File: src/sv/pwmc_pkg.sv
package pwmc_pkg;

  // divider operand width, wide enough for the pulse width and phase dividends
  localparam int unsigned DivWidth = 68;
  localparam int unsigned MulAWidth = 32;
  localparam int unsigned MulBWidth = 18;
  localparam int unsigned MulPWidth = MulAWidth + MulBWidth;

  localparam logic [31:0] CoreClockReset = 32'd48000000;
  localparam logic [17:0] FullTurnQ8 = 18'd92160;
  localparam logic [17:0] PrescaleDiv = 18'd131069;
  localparam logic [34:0] PhaseMax = 35'd92159;
  localparam logic [32:0] DutyMax = 33'd131072;

  typedef enum logic [3:0] {
    ST_IDLE,
    ST_MUL_P,
    ST_DIV_P,
    ST_MUL_FP,
    ST_DIV_Q,
    ST_MUL_CD,
    ST_DIV_PW,
    ST_MUL_PHC,
    ST_DIV_PC,
    ST_MUL_PQ,
    ST_DIV_AF,
    ST_DIV_AD,
    ST_MUL_X,
    ST_DIV_X,
    ST_FIN
  } state_t;

endpackage

File: src/sv/pwmc_mul.sv
module pwmc_mul (
  input  logic                            clk,
  input  logic [pwmc_pkg::MulAWidth-1:0]  a,
  input  logic [pwmc_pkg::MulBWidth-1:0]  b,
  output logic [pwmc_pkg::MulPWidth-1:0]  prod
);

  always_ff @(posedge clk) begin
    prod <= pwmc_pkg::MulPWidth'(a) * pwmc_pkg::MulPWidth'(b);
  end

endmodule

File: src/sv/pwmc_div.sv
module pwmc_div (
  input  logic                           clk,
  input  logic                           rst,
  input  logic                           start,
  input  logic [pwmc_pkg::DivWidth-1:0]  dividend,
  input  logic [pwmc_pkg::DivWidth-1:0]  divisor,
  output logic                           busy,
  output logic                           done,
  output logic [pwmc_pkg::DivWidth-1:0]  quotient
);

  localparam int unsigned DW = pwmc_pkg::DivWidth;
  localparam int unsigned CW = $clog2(DW);

  logic [DW-1:0] rem;
  logic [DW-1:0] quo;
  logic [DW-1:0] dvs;
  logic [CW-1:0] cnt;
  logic [DW:0]   rem_sh;
  logic [DW:0]   diff;
  logic          ge;

  assign rem_sh = {rem, quo[DW-1]};
  assign diff = rem_sh - {1'b0, dvs};
  assign ge = (rem_sh >= {1'b0, dvs});
  assign quotient = quo;

  always_ff @(posedge clk) begin
    if (rst) begin
      busy <= 1'b0;
      done <= 1'b0;
    end else begin
      done <= 1'b0;
      if (start) begin
        busy <= 1'b1;
      end else if (busy && cnt == CW'(DW - 1)) begin
        busy <= 1'b0;
        done <= 1'b1;
      end
    end
  end

  // one quotient bit per cycle, restoring
  always_ff @(posedge clk) begin
    if (start) begin
      rem <= '0;
      quo <= dividend;
      dvs <= divisor;
      cnt <= '0;
    end else if (busy) begin
      rem <= ge ? diff[DW-1:0] : rem_sh[DW-1:0];
      quo <= {quo[DW-2:0], ge};
      cnt <= cnt + 1'b1;
    end
  end

endmodule

File: src/sv/pwm_timer_setting_calculator_top.sv
// pwm timer setting calculator
// one request on the s_axis side carries a channel's frequency, duty, phase and
// enable; one result on the m_axis side carries the prescaler, period, pulse
// width and phase registers plus the frequency, duty and phase achieved.
// core_clock_hz is written through cfg_wr_en / cfg_wr_data; write it only while
// idle, as the block itself does not enforce it. all quotients run on one shared
// restoring divider (one quotient bit a cycle, 68 bits) fed by one registered
// 32x18 multiplier under a small sequencer. a request takes up to seven
// divisions and six multiplies; a period count of zero ends after four
// divisions, of one after five, and a zero frequency skips them all.
// s_axis_tready is high only while the sequencer is idle.
// the result sits in an output register; a new request is taken while it waits,
// and the sequencer holds its last step until the receiver takes the old one.
// reset clears the sequencer and output valid and sets the clock to 48 MHz.
module pwm_timer_setting_calculator_top (
  input  logic         clk,
  input  logic         rst,
  input  logic         cfg_wr_en,
  input  logic [31:0]  cfg_wr_data,
  input  logic         s_axis_tvalid,
  output logic         s_axis_tready,
  // enabled[0], freq_hz[32:1], duty_q16[48:33], phase_q8[66:49], zero fill
  input  logic [71:0]  s_axis_tdata,
  // channel[1:0]
  input  logic [1:0]   s_axis_tuser,
  output logic         m_axis_tvalid,
  input  logic         m_axis_tready,
  // mode_pwm[0], prescaler_minus_one[16:1], period_minus_one[32:17],
  // pulse_width_count[48:33], phase_count[64:49], actual_freq_hz[96:65],
  // actual_duty_q16[114:97], actual_phase_q8[132:115], range_error[133], zero fill
  output logic [135:0] m_axis_tdata,
  // channel_out[1:0]
  output logic [1:0]   m_axis_tuser
);

  localparam int unsigned DW = pwmc_pkg::DivWidth;

  pwmc_pkg::state_t state, state_next;

  logic [31:0] core_clock_hz;
  logic [1:0]  ch;
  logic        en;
  logic [31:0] f;
  logic [15:0] d;
  logic [17:0] ph;
  logic        zf;
  logic [16:0] p;
  logic [48:0] fp;
  logic [DW-1:0] fp92;
  logic [15:0] q;
  logic [15:0] pw;
  logic [15:0] pc;
  logic [31:0] afreq;
  logic [17:0] aduty;
  logic [32:0] x;
  logic        issued;

  logic [31:0] mul_a;
  logic [17:0] mul_b;
  logic [pwmc_pkg::MulPWidth-1:0] prod;
  logic          div_start;
  logic [DW-1:0] div_dividend;
  logic [DW-1:0] div_divisor;
  logic          div_busy;
  logic          div_done;
  logic [DW-1:0] quo;

  logic          in_acc;
  logic          out_free;
  logic [17:0]   praw;
  logic [15:0]   pr;
  logic [DW-1:0] fpx;

  assign in_acc = s_axis_tvalid && s_axis_tready;
  assign out_free = !m_axis_tvalid || m_axis_tready;
  assign praw = s_axis_tdata[66:49];
  assign pr = q - 1'b1;
  assign fpx = DW'(prod[48:0]);

  pwmc_mul u_mul (
    .clk  (clk),
    .a    (mul_a),
    .b    (mul_b),
    .prod (prod)
  );

  pwmc_div u_div (
    .clk      (clk),
    .rst      (rst),
    .start    (div_start),
    .dividend (div_dividend),
    .divisor  (div_divisor),
    .busy     (div_busy),
    .done     (div_done),
    .quotient (quo)
  );

  always_ff @(posedge clk) begin
    if (rst) begin
      core_clock_hz <= pwmc_pkg::CoreClockReset;
    end else if (cfg_wr_en) begin
      core_clock_hz <= cfg_wr_data;
    end
  end

  always_ff @(posedge clk) begin
    if (rst) begin
      state <= pwmc_pkg::ST_IDLE;
      issued <= 1'b0;
    end else begin
      state <= state_next;
      if (div_start) begin
        issued <= 1'b1;
      end else if (div_done) begin
        issued <= 1'b0;
      end
    end
  end

  // next state
  always_comb begin
    state_next = state;
    case (state)
      pwmc_pkg::ST_IDLE: begin
        if (in_acc) begin
          state_next = (s_axis_tdata[32:1] == '0) ? pwmc_pkg::ST_FIN : pwmc_pkg::ST_MUL_P;
        end
      end
      pwmc_pkg::ST_MUL_P:   state_next = pwmc_pkg::ST_DIV_P;
      pwmc_pkg::ST_DIV_P:   if (div_done) state_next = pwmc_pkg::ST_MUL_FP;
      pwmc_pkg::ST_MUL_FP:  state_next = pwmc_pkg::ST_DIV_Q;
      pwmc_pkg::ST_DIV_Q:   if (div_done) state_next = pwmc_pkg::ST_MUL_CD;
      pwmc_pkg::ST_MUL_CD:  state_next = pwmc_pkg::ST_DIV_PW;
      pwmc_pkg::ST_DIV_PW:  if (div_done) state_next = pwmc_pkg::ST_MUL_PHC;
      pwmc_pkg::ST_MUL_PHC: state_next = pwmc_pkg::ST_DIV_PC;
      pwmc_pkg::ST_DIV_PC: begin
        if (div_done) begin
          state_next = (q != '0) ? pwmc_pkg::ST_MUL_PQ : pwmc_pkg::ST_FIN;
        end
      end
      pwmc_pkg::ST_MUL_PQ:  state_next = pwmc_pkg::ST_DIV_AF;
      pwmc_pkg::ST_DIV_AF: begin
        if (div_done) begin
          state_next = (q > 16'd1) ? pwmc_pkg::ST_DIV_AD : pwmc_pkg::ST_FIN;
        end
      end
      pwmc_pkg::ST_DIV_AD:  if (div_done) state_next = pwmc_pkg::ST_MUL_X;
      pwmc_pkg::ST_MUL_X:   state_next = pwmc_pkg::ST_DIV_X;
      pwmc_pkg::ST_DIV_X:   if (div_done) state_next = pwmc_pkg::ST_FIN;
      pwmc_pkg::ST_FIN:     if (out_free) state_next = pwmc_pkg::ST_IDLE;
      default:              state_next = pwmc_pkg::ST_IDLE;
    endcase
  end

  // unit operands
  always_comb begin
    s_axis_tready = 1'b0;
    mul_a = '0;
    mul_b = '0;
    div_dividend = '0;
    div_divisor = '0;
    div_start = 1'b0;
    case (state)
      pwmc_pkg::ST_IDLE: s_axis_tready = 1'b1;
      pwmc_pkg::ST_MUL_P: begin
        mul_a = f;
        mul_b = pwmc_pkg::PrescaleDiv;
      end
      pwmc_pkg::ST_DIV_P: begin
        div_start = !issued;
        div_dividend = DW'({core_clock_hz, 1'b0});
        div_divisor = DW'(prod);
      end
      pwmc_pkg::ST_MUL_FP: begin
        mul_a = f;
        mul_b = {1'b0, p};
      end
      pwmc_pkg::ST_DIV_Q: begin
        div_start = !issued;
        div_dividend = DW'({core_clock_hz, 1'b0}) + fpx;
        div_divisor = fpx << 1;
      end
      pwmc_pkg::ST_MUL_CD: begin
        mul_a = core_clock_hz;
        mul_b = {2'b00, d};
      end
      pwmc_pkg::ST_DIV_PW: begin
        div_start = !issued;
        div_dividend = DW'(prod) + (DW'(fp) << 16) - DW'(1);
        div_divisor = DW'(fp) << 16;
      end
      pwmc_pkg::ST_MUL_PHC: begin
        mul_a = core_clock_hz;
        mul_b = ph;
      end
      pwmc_pkg::ST_DIV_PC: begin
        div_start = !issued;
        div_dividend = (DW'(prod) << 1) + fp92;
        div_divisor = fp92 << 1;
      end
      pwmc_pkg::ST_MUL_PQ: begin
        mul_a = 32'(p);
        mul_b = {2'b00, q};
      end
      pwmc_pkg::ST_DIV_AF: begin
        div_start = !issued;
        div_dividend = DW'(core_clock_hz);
        div_divisor = DW'(prod[32:0]);
      end
      pwmc_pkg::ST_DIV_AD: begin
        div_start = !issued;
        div_dividend = DW'({pw, 16'h0000});
        div_divisor = DW'(pr);
      end
      pwmc_pkg::ST_MUL_X: begin
        mul_a = 32'(pc);
        mul_b = pwmc_pkg::FullTurnQ8;
      end
      pwmc_pkg::ST_DIV_X: begin
        div_start = !issued;
        div_dividend = DW'(prod[32:0]);
        div_divisor = DW'(pr);
      end
      default: ;
    endcase
  end

  // working registers
  always_ff @(posedge clk) begin
    if (in_acc) begin
      ch <= s_axis_tuser;
      en <= s_axis_tdata[0];
      f <= s_axis_tdata[32:1];
      d <= s_axis_tdata[48:33];
      // negative phase wraps once by a full turn
      ph <= praw[17] ? praw + pwmc_pkg::FullTurnQ8 : praw;
      zf <= (s_axis_tdata[32:1] == '0);
    end
    if (state == pwmc_pkg::ST_DIV_Q && div_start) begin
      fp <= prod[48:0];
    end
    if (state == pwmc_pkg::ST_MUL_CD) begin
      // fp times 92160 as shifts
      fp92 <= (DW'(fp) << 16) + (DW'(fp) << 14) + (DW'(fp) << 13) + (DW'(fp) << 11);
    end
    if (div_done) begin
      case (state)
        pwmc_pkg::ST_DIV_P:  p <= quo[16:0] + 17'd1;
        pwmc_pkg::ST_DIV_Q:  q <= quo[15:0];
        pwmc_pkg::ST_DIV_PW: pw <= (|quo[DW-1:16]) ? 16'hFFFF : quo[15:0];
        pwmc_pkg::ST_DIV_PC: pc <= (|quo[DW-1:16]) ? 16'hFFFF : quo[15:0];
        pwmc_pkg::ST_DIV_AF: afreq <= quo[31:0];
        pwmc_pkg::ST_DIV_AD: begin
          aduty <= (quo > DW'(pwmc_pkg::DutyMax)) ? pwmc_pkg::DutyMax[17:0] : quo[17:0];
        end
        pwmc_pkg::ST_DIV_X:  x <= quo[32:0];
        default: ;
      endcase
    end
  end

  // result assembly
  logic        p_big;
  logic        q_small;
  logic [34:0] aph_raw;
  logic [34:0] aph_sat;
  logic [15:0] presc_o;
  logic [15:0] period_o;
  logic [31:0] afreq_o;
  logic [17:0] aduty_o;
  logic [17:0] aphase_o;
  logic        err_o;

  always_comb begin
    p_big = p[16] && (p[15:0] != '0);
    q_small = (q <= 16'd1);
    // phase above half a turn folds negative
    aph_raw = ({pc, 1'b0} > {1'b0, pr}) ? (35'(x) - 35'(pwmc_pkg::FullTurnQ8)) : 35'(x);
    aph_sat = (!aph_raw[34] && aph_raw > pwmc_pkg::PhaseMax) ? pwmc_pkg::PhaseMax : aph_raw;
    presc_o = p_big ? 16'hFFFF : 16'(p - 17'd1);
    period_o = (q == '0) ? 16'h0000 : pr;
    afreq_o = (q == '0) ? 32'h0 : afreq;
    aduty_o = q_small ? 18'h0 : aduty;
    aphase_o = q_small ? 18'h0 : aph_sat[17:0];
    err_o = p_big || q_small;
    if (zf) begin
      presc_o = '0;
      period_o = '0;
      afreq_o = '0;
      aduty_o = '0;
      aphase_o = '0;
      err_o = 1'b1;
    end
  end

  always_ff @(posedge clk) begin
    if (rst) begin
      m_axis_tvalid <= 1'b0;
    end else if (state == pwmc_pkg::ST_FIN && out_free) begin
      m_axis_tvalid <= 1'b1;
    end else if (m_axis_tready) begin
      m_axis_tvalid <= 1'b0;
    end
  end

  always_ff @(posedge clk) begin
    if (state == pwmc_pkg::ST_FIN && out_free) begin
      m_axis_tuser <= ch;
      m_axis_tdata <= {2'b00, err_o, aphase_o, aduty_o, afreq_o,
                       (zf ? 16'h0000 : pc), (zf ? 16'h0000 : pw),
                       period_o, presc_o, en};
    end
  end

endmodule
File: config.mk
export PLATFORM = sky130hd
export DESIGN_NAME = pwm_timer_setting_calculator_top
export DESIGN_NICKNAME = d
export VERILOG_FILES = /design/src/sv/pwmc_pkg.sv /design/src/sv/pwmc_mul.sv /design/src/sv/pwmc_div.sv /design/src/sv/pwm_timer_setting_calculator_top.sv
export SDC_FILE = /design/constraint.sdc
export NUM_CORES = 2
export LEC_CHECK = 0
export BUFFER_PORTS_ARGS = -buffer_cell sky130_fd_sc_hd__buf_2
export CAP_MARGIN = 15
export CORE_UTILIZATION = 25
export CTS_BUF_LIST = sky130_fd_sc_hd__clkbuf_4
export CTS_CLUSTER_SIZE = 12
export DETAILED_ROUTE_END_ITERATION = 7
export PLACE_DENSITY_LB_ADDON = 0.12
export SYNTH_ARGS = -nofsm -noshare
export SYNTH_HDL_FRONTEND = slang
export SYNTH_SLANG_ARGS = --single-unit
File: constraint.sdc
create_clock -name clk -period 28.7 [get_ports clk]
set_input_delay 5.74 -clock clk [delete_from_list [all_inputs] [get_ports clk]]
set_output_delay 5.74 -clock clk [all_outputs]
set_load 0.1 [all_outputs]
==> metrics.txt <==
status=complete, no violations; Synth Area in XOR/XNOR=4.46%; Clk Latency, worst-skew pair=1.28 ns; CP Max Fanout=33; Seq/Total Area, Yosys=31.8%; vias in the first global route=54100; Mean Syn Cell Area=9.56 µm²; Comb power frac=63.2%; Critical Path Max Stage Delay=1.02 ns; fraction of layout cells with a size suffix above 1=11.9%; CORE AREA=0.263 mm²; WL per Instance=24.4 µm; Startpoint Class=flop; CTS root buffer=clkbuf_4; top cell type's share of synthesized area=26.8%; NetSw=4.07 mW; max_slew headroom=4.78%; Post-Synth Simple-Gate Area=13.5%; Worst setup EP type=flop; Slew @ Worst Pin=1.43 ns; TNS Setup=0 ns; switching share of power=51.8%; RSZ-0062 raised after global routing=no; Async S/R FF share, synth=0%; GRT Util Overall=19.6%; cells after synthesis=6950; die area=0.268 mm²; clock network power share=13.5%; Antenna Nets Post-Route=0; ratio of final minimum period to clock period=36.9%; Final GP Congestion=0.895; achievable clock frequency=94.5 MHz; Clock Skews=0.206 ns; TritonCTS Sinks=758; Num CTS Buffers=223; Chip Width=517 µm; aggregate global routing overflow=0; H-tree levels=4; crit path kind=flop to flop; Synth Warn #=0; DRC violations left=0; via count=53900; Netlist cell types=98; total wire length=267000 µm; EDFF count, synth=593; Hold Violations, Final=0; largest net degree at the start of global routing=81; Initial DRT Pass Iterations=7; DPL Wire Length=210000 µm; Adder-Cell Fraction of Synth Area=25.8%; first-pass GRT wire length=382000 µm; Static Leakage=31.7 nW; Power Density=105 mW/mm²; cts repair resizes=0; post-synthesis mux area share=1.32%; Cell Area, Synth=0.0664 mm²; CP max stage cell=a221oi_1; # Post-CTS Setup Buffers=0; Synth Register Bits=758; Critical Path Most Common Cell=fa_1; CTS Hold Bufs=0; DRT iter0 DRCs=4142; Tot Pwr=7.87 mW; Top FF cell, synth=edfxtp_1; Critical Path RT=29.71 ns; Final nets=8371; Synth Area in Compound Gates=16.3%; largest family of logic cells by synthesized area=adder cells; die extent in y=517 µm; Via density=4.93; I/O pin total=251; crit path DAT=11.59 ns; max-slew violation count=0; peak supply drop=0.0000661 V; P&R area growth vs syn=12.8%; max-cap violations=0; port bufs=243; HP Class=flop to flop; TritonCTS clock tree=done; clk buf depth=4; row count=188; clock slew at reported path FFs=0.07 ns; top cells by area, synth=edfxtp_1, fa_1, ha_1; internal power=3.80 mW; Initial Util=25.2%; fin crit period=10.58 ns; initial antenna violation count=21; post-synth top area cell=edfxtp_1; Seq pwr share=23.3%; count of final setup violators=0
synth_stat cells, types with 24 or more instances:
| cell type | number |
|---|---|
| buf_1 | 31 |
| fa_1 | 577 |
| dfxtp_1 | 165 |
| o21ai_1 | 24 |
| nand3_1 | 83 |
| a221oi_1 | 55 |
| a211oi_1 | 64 |
| nand2_1 | 660 |
| a21oi_1 | 413 |
| o21bai_1 | 66 |
| nor2b_1 | 99 |
| xnor2_1 | 233 |
| o211ai_1 | 30 |
| mux2i_1 | 72 |
| a221o_1 | 56 |
| o221ai_1 | 29 |
| and2_1 | 101 |
| o21ai_0 | 259 |
| edfxtp_1 | 593 |
| or3_1 | 38 |
| nor4_1 | 48 |
| nor3_1 | 89 |
| xor2_1 | 105 |
| o21a_1 | 33 |
| nand2b_1 | 48 |
| a31oi_1 | 55 |
| nand4_1 | 77 |
| o22ai_1 | 51 |
| ha_1 | 445 |
| and3_1 | 46 |
| nor2_1 | 600 |
| inv_1 | 866 |
| clkbuf_1 | 272 |
| a21o_1 | 193 |
| a22oi_1 | 40 |
cell type report:
class,count,area (µm²)
multi-input cells,4994,41000
diodes,13,32.5
well taps,3515,4400
flip-flops and latches,758,21100
fillers,28000,188000
repair buffers,394,2350
clock inverters,62,294
inverters,867,3260
clock buffers,334,2510
stage by stage:
stage               instance area, µm²  hold slack [ns]  utilization (%)  setup WS, ns  cells
floorplan                        66400            0.400                -         12.92   6951
global placement                 72100            0.401             27.4         18.39  10500
detailed placement               72100            0.405             27.4         18.35  10500
CTS                              74900            0.421             28.5         18.19  10900
global route                     74900            0.434             28.5         17.86  10900
finish                           75000            0.422             28.5         18.12  10900
final timing paths:
path | startpoint | to | slack (ns) | cells after the start
worst max-delay path | state[0]$_SDFFE_PP0P_ | u_mul.prod[49]$_DFF_P_ | 18.12 | 29
worst min register to register | ch[1]$_DFFE_PP_ | m_axis_tuser[1]$_DFFE_PP_ | 0.42 | 0
worst min-delay path | ch[1]$_DFFE_PP_ | m_axis_tuser[1]$_DFFE_PP_ | 0.42 | 0
worst max register to register | state[0]$_SDFFE_PP0P_ | u_mul.prod[49]$_DFF_P_ | 18.12 | 29
layout by cell type (no fill, tap or decap), types with 23 or more instances in the layout:
master,count
xnor2_1,233
inv_1,864
o21a_1,33
nand4_1,77
mux2i_1,72
a211oi_1,64
dfxtp_1,162
o211ai_1,30
xor2_1,105
o21bai_1,66
ha_1,445
a21o_1,193
nand3_1,83
o21ai_0,256
a21oi_1,413
edfxtp_1,593
a221oi_1,47
clkinv_1,40
nor2b_1,98
nor2_1,589
clkbuf_4,335
a221o_1,56
nor3_1,86
o21ai_1,23
fa_1,577
or3_1,38
nand2_1,659
and3_1,45
nor4_1,46
and2_1,100
o221ai_1,29
buf_2,243
buf_4,150
a22oi_1,40
nand2b_1,47
o22ai_1,48
a31oi_1,55
power by group through the flow:
stage	clock network [mW]	logic, mW	registers, mW
2_1_floorplan	0	3.35	1.71
6_report	1.06	4.97	1.83
4_1_cts	1.11	4.97	1.83
3_3_place_gp	0	4.95	1.85
5_1_grt	1.16	5.46	1.86
3_5_place_dp	0	4.93	1.86
logic make-up after synthesis:
kind of cell	Yosys count
AO/OA/AOI/OAI	1593
XOR/XNOR	338
adder cells (fa/ha/maj)	1022
buffers and inverters	1199
flip-flops	758
multiplexers	86
other	1
AND/OR/NAND/NOR	1953
flip-flops by register name, summed over array words and instances (netlist names), 17 cells and up:
name and flops:
aduty 18, afreq 32, core_clock_hz 32, f 32, fp 49, fp92 55, m_axis_tdata 134, p 17
ph 18, u_div.dvs 67, u_div.quotient 68, u_div.rem 68, u_mul.prod 50, x 33
metal layers:
layer	vias up	wire, µm	part of all wire (%)	GRT usage, %
met1	27100	128000	48	28.8
met2	1690	116000	43	29.7
li1	24800	-	-	-
met3	317	16000	6.0	3.04
met4	8	6460	2.4	4.81
met5	-	46	0.017	0
worst max-delay path, delay by kind of cell, from the launching register on:
family | cells | cell delay, ns
AOI/OAI and AO/OA | 8 | 3.45
xor gates and xnor gates | 1 | 0.16
adders and majority gates | 7 | 3.43
buffers and inverters | 8 | 1.79
DFF | 1 | 0.54
and+or+nand+nor | 5 | 0.82
Note: power is estimated with default switching activity, not from simulation.
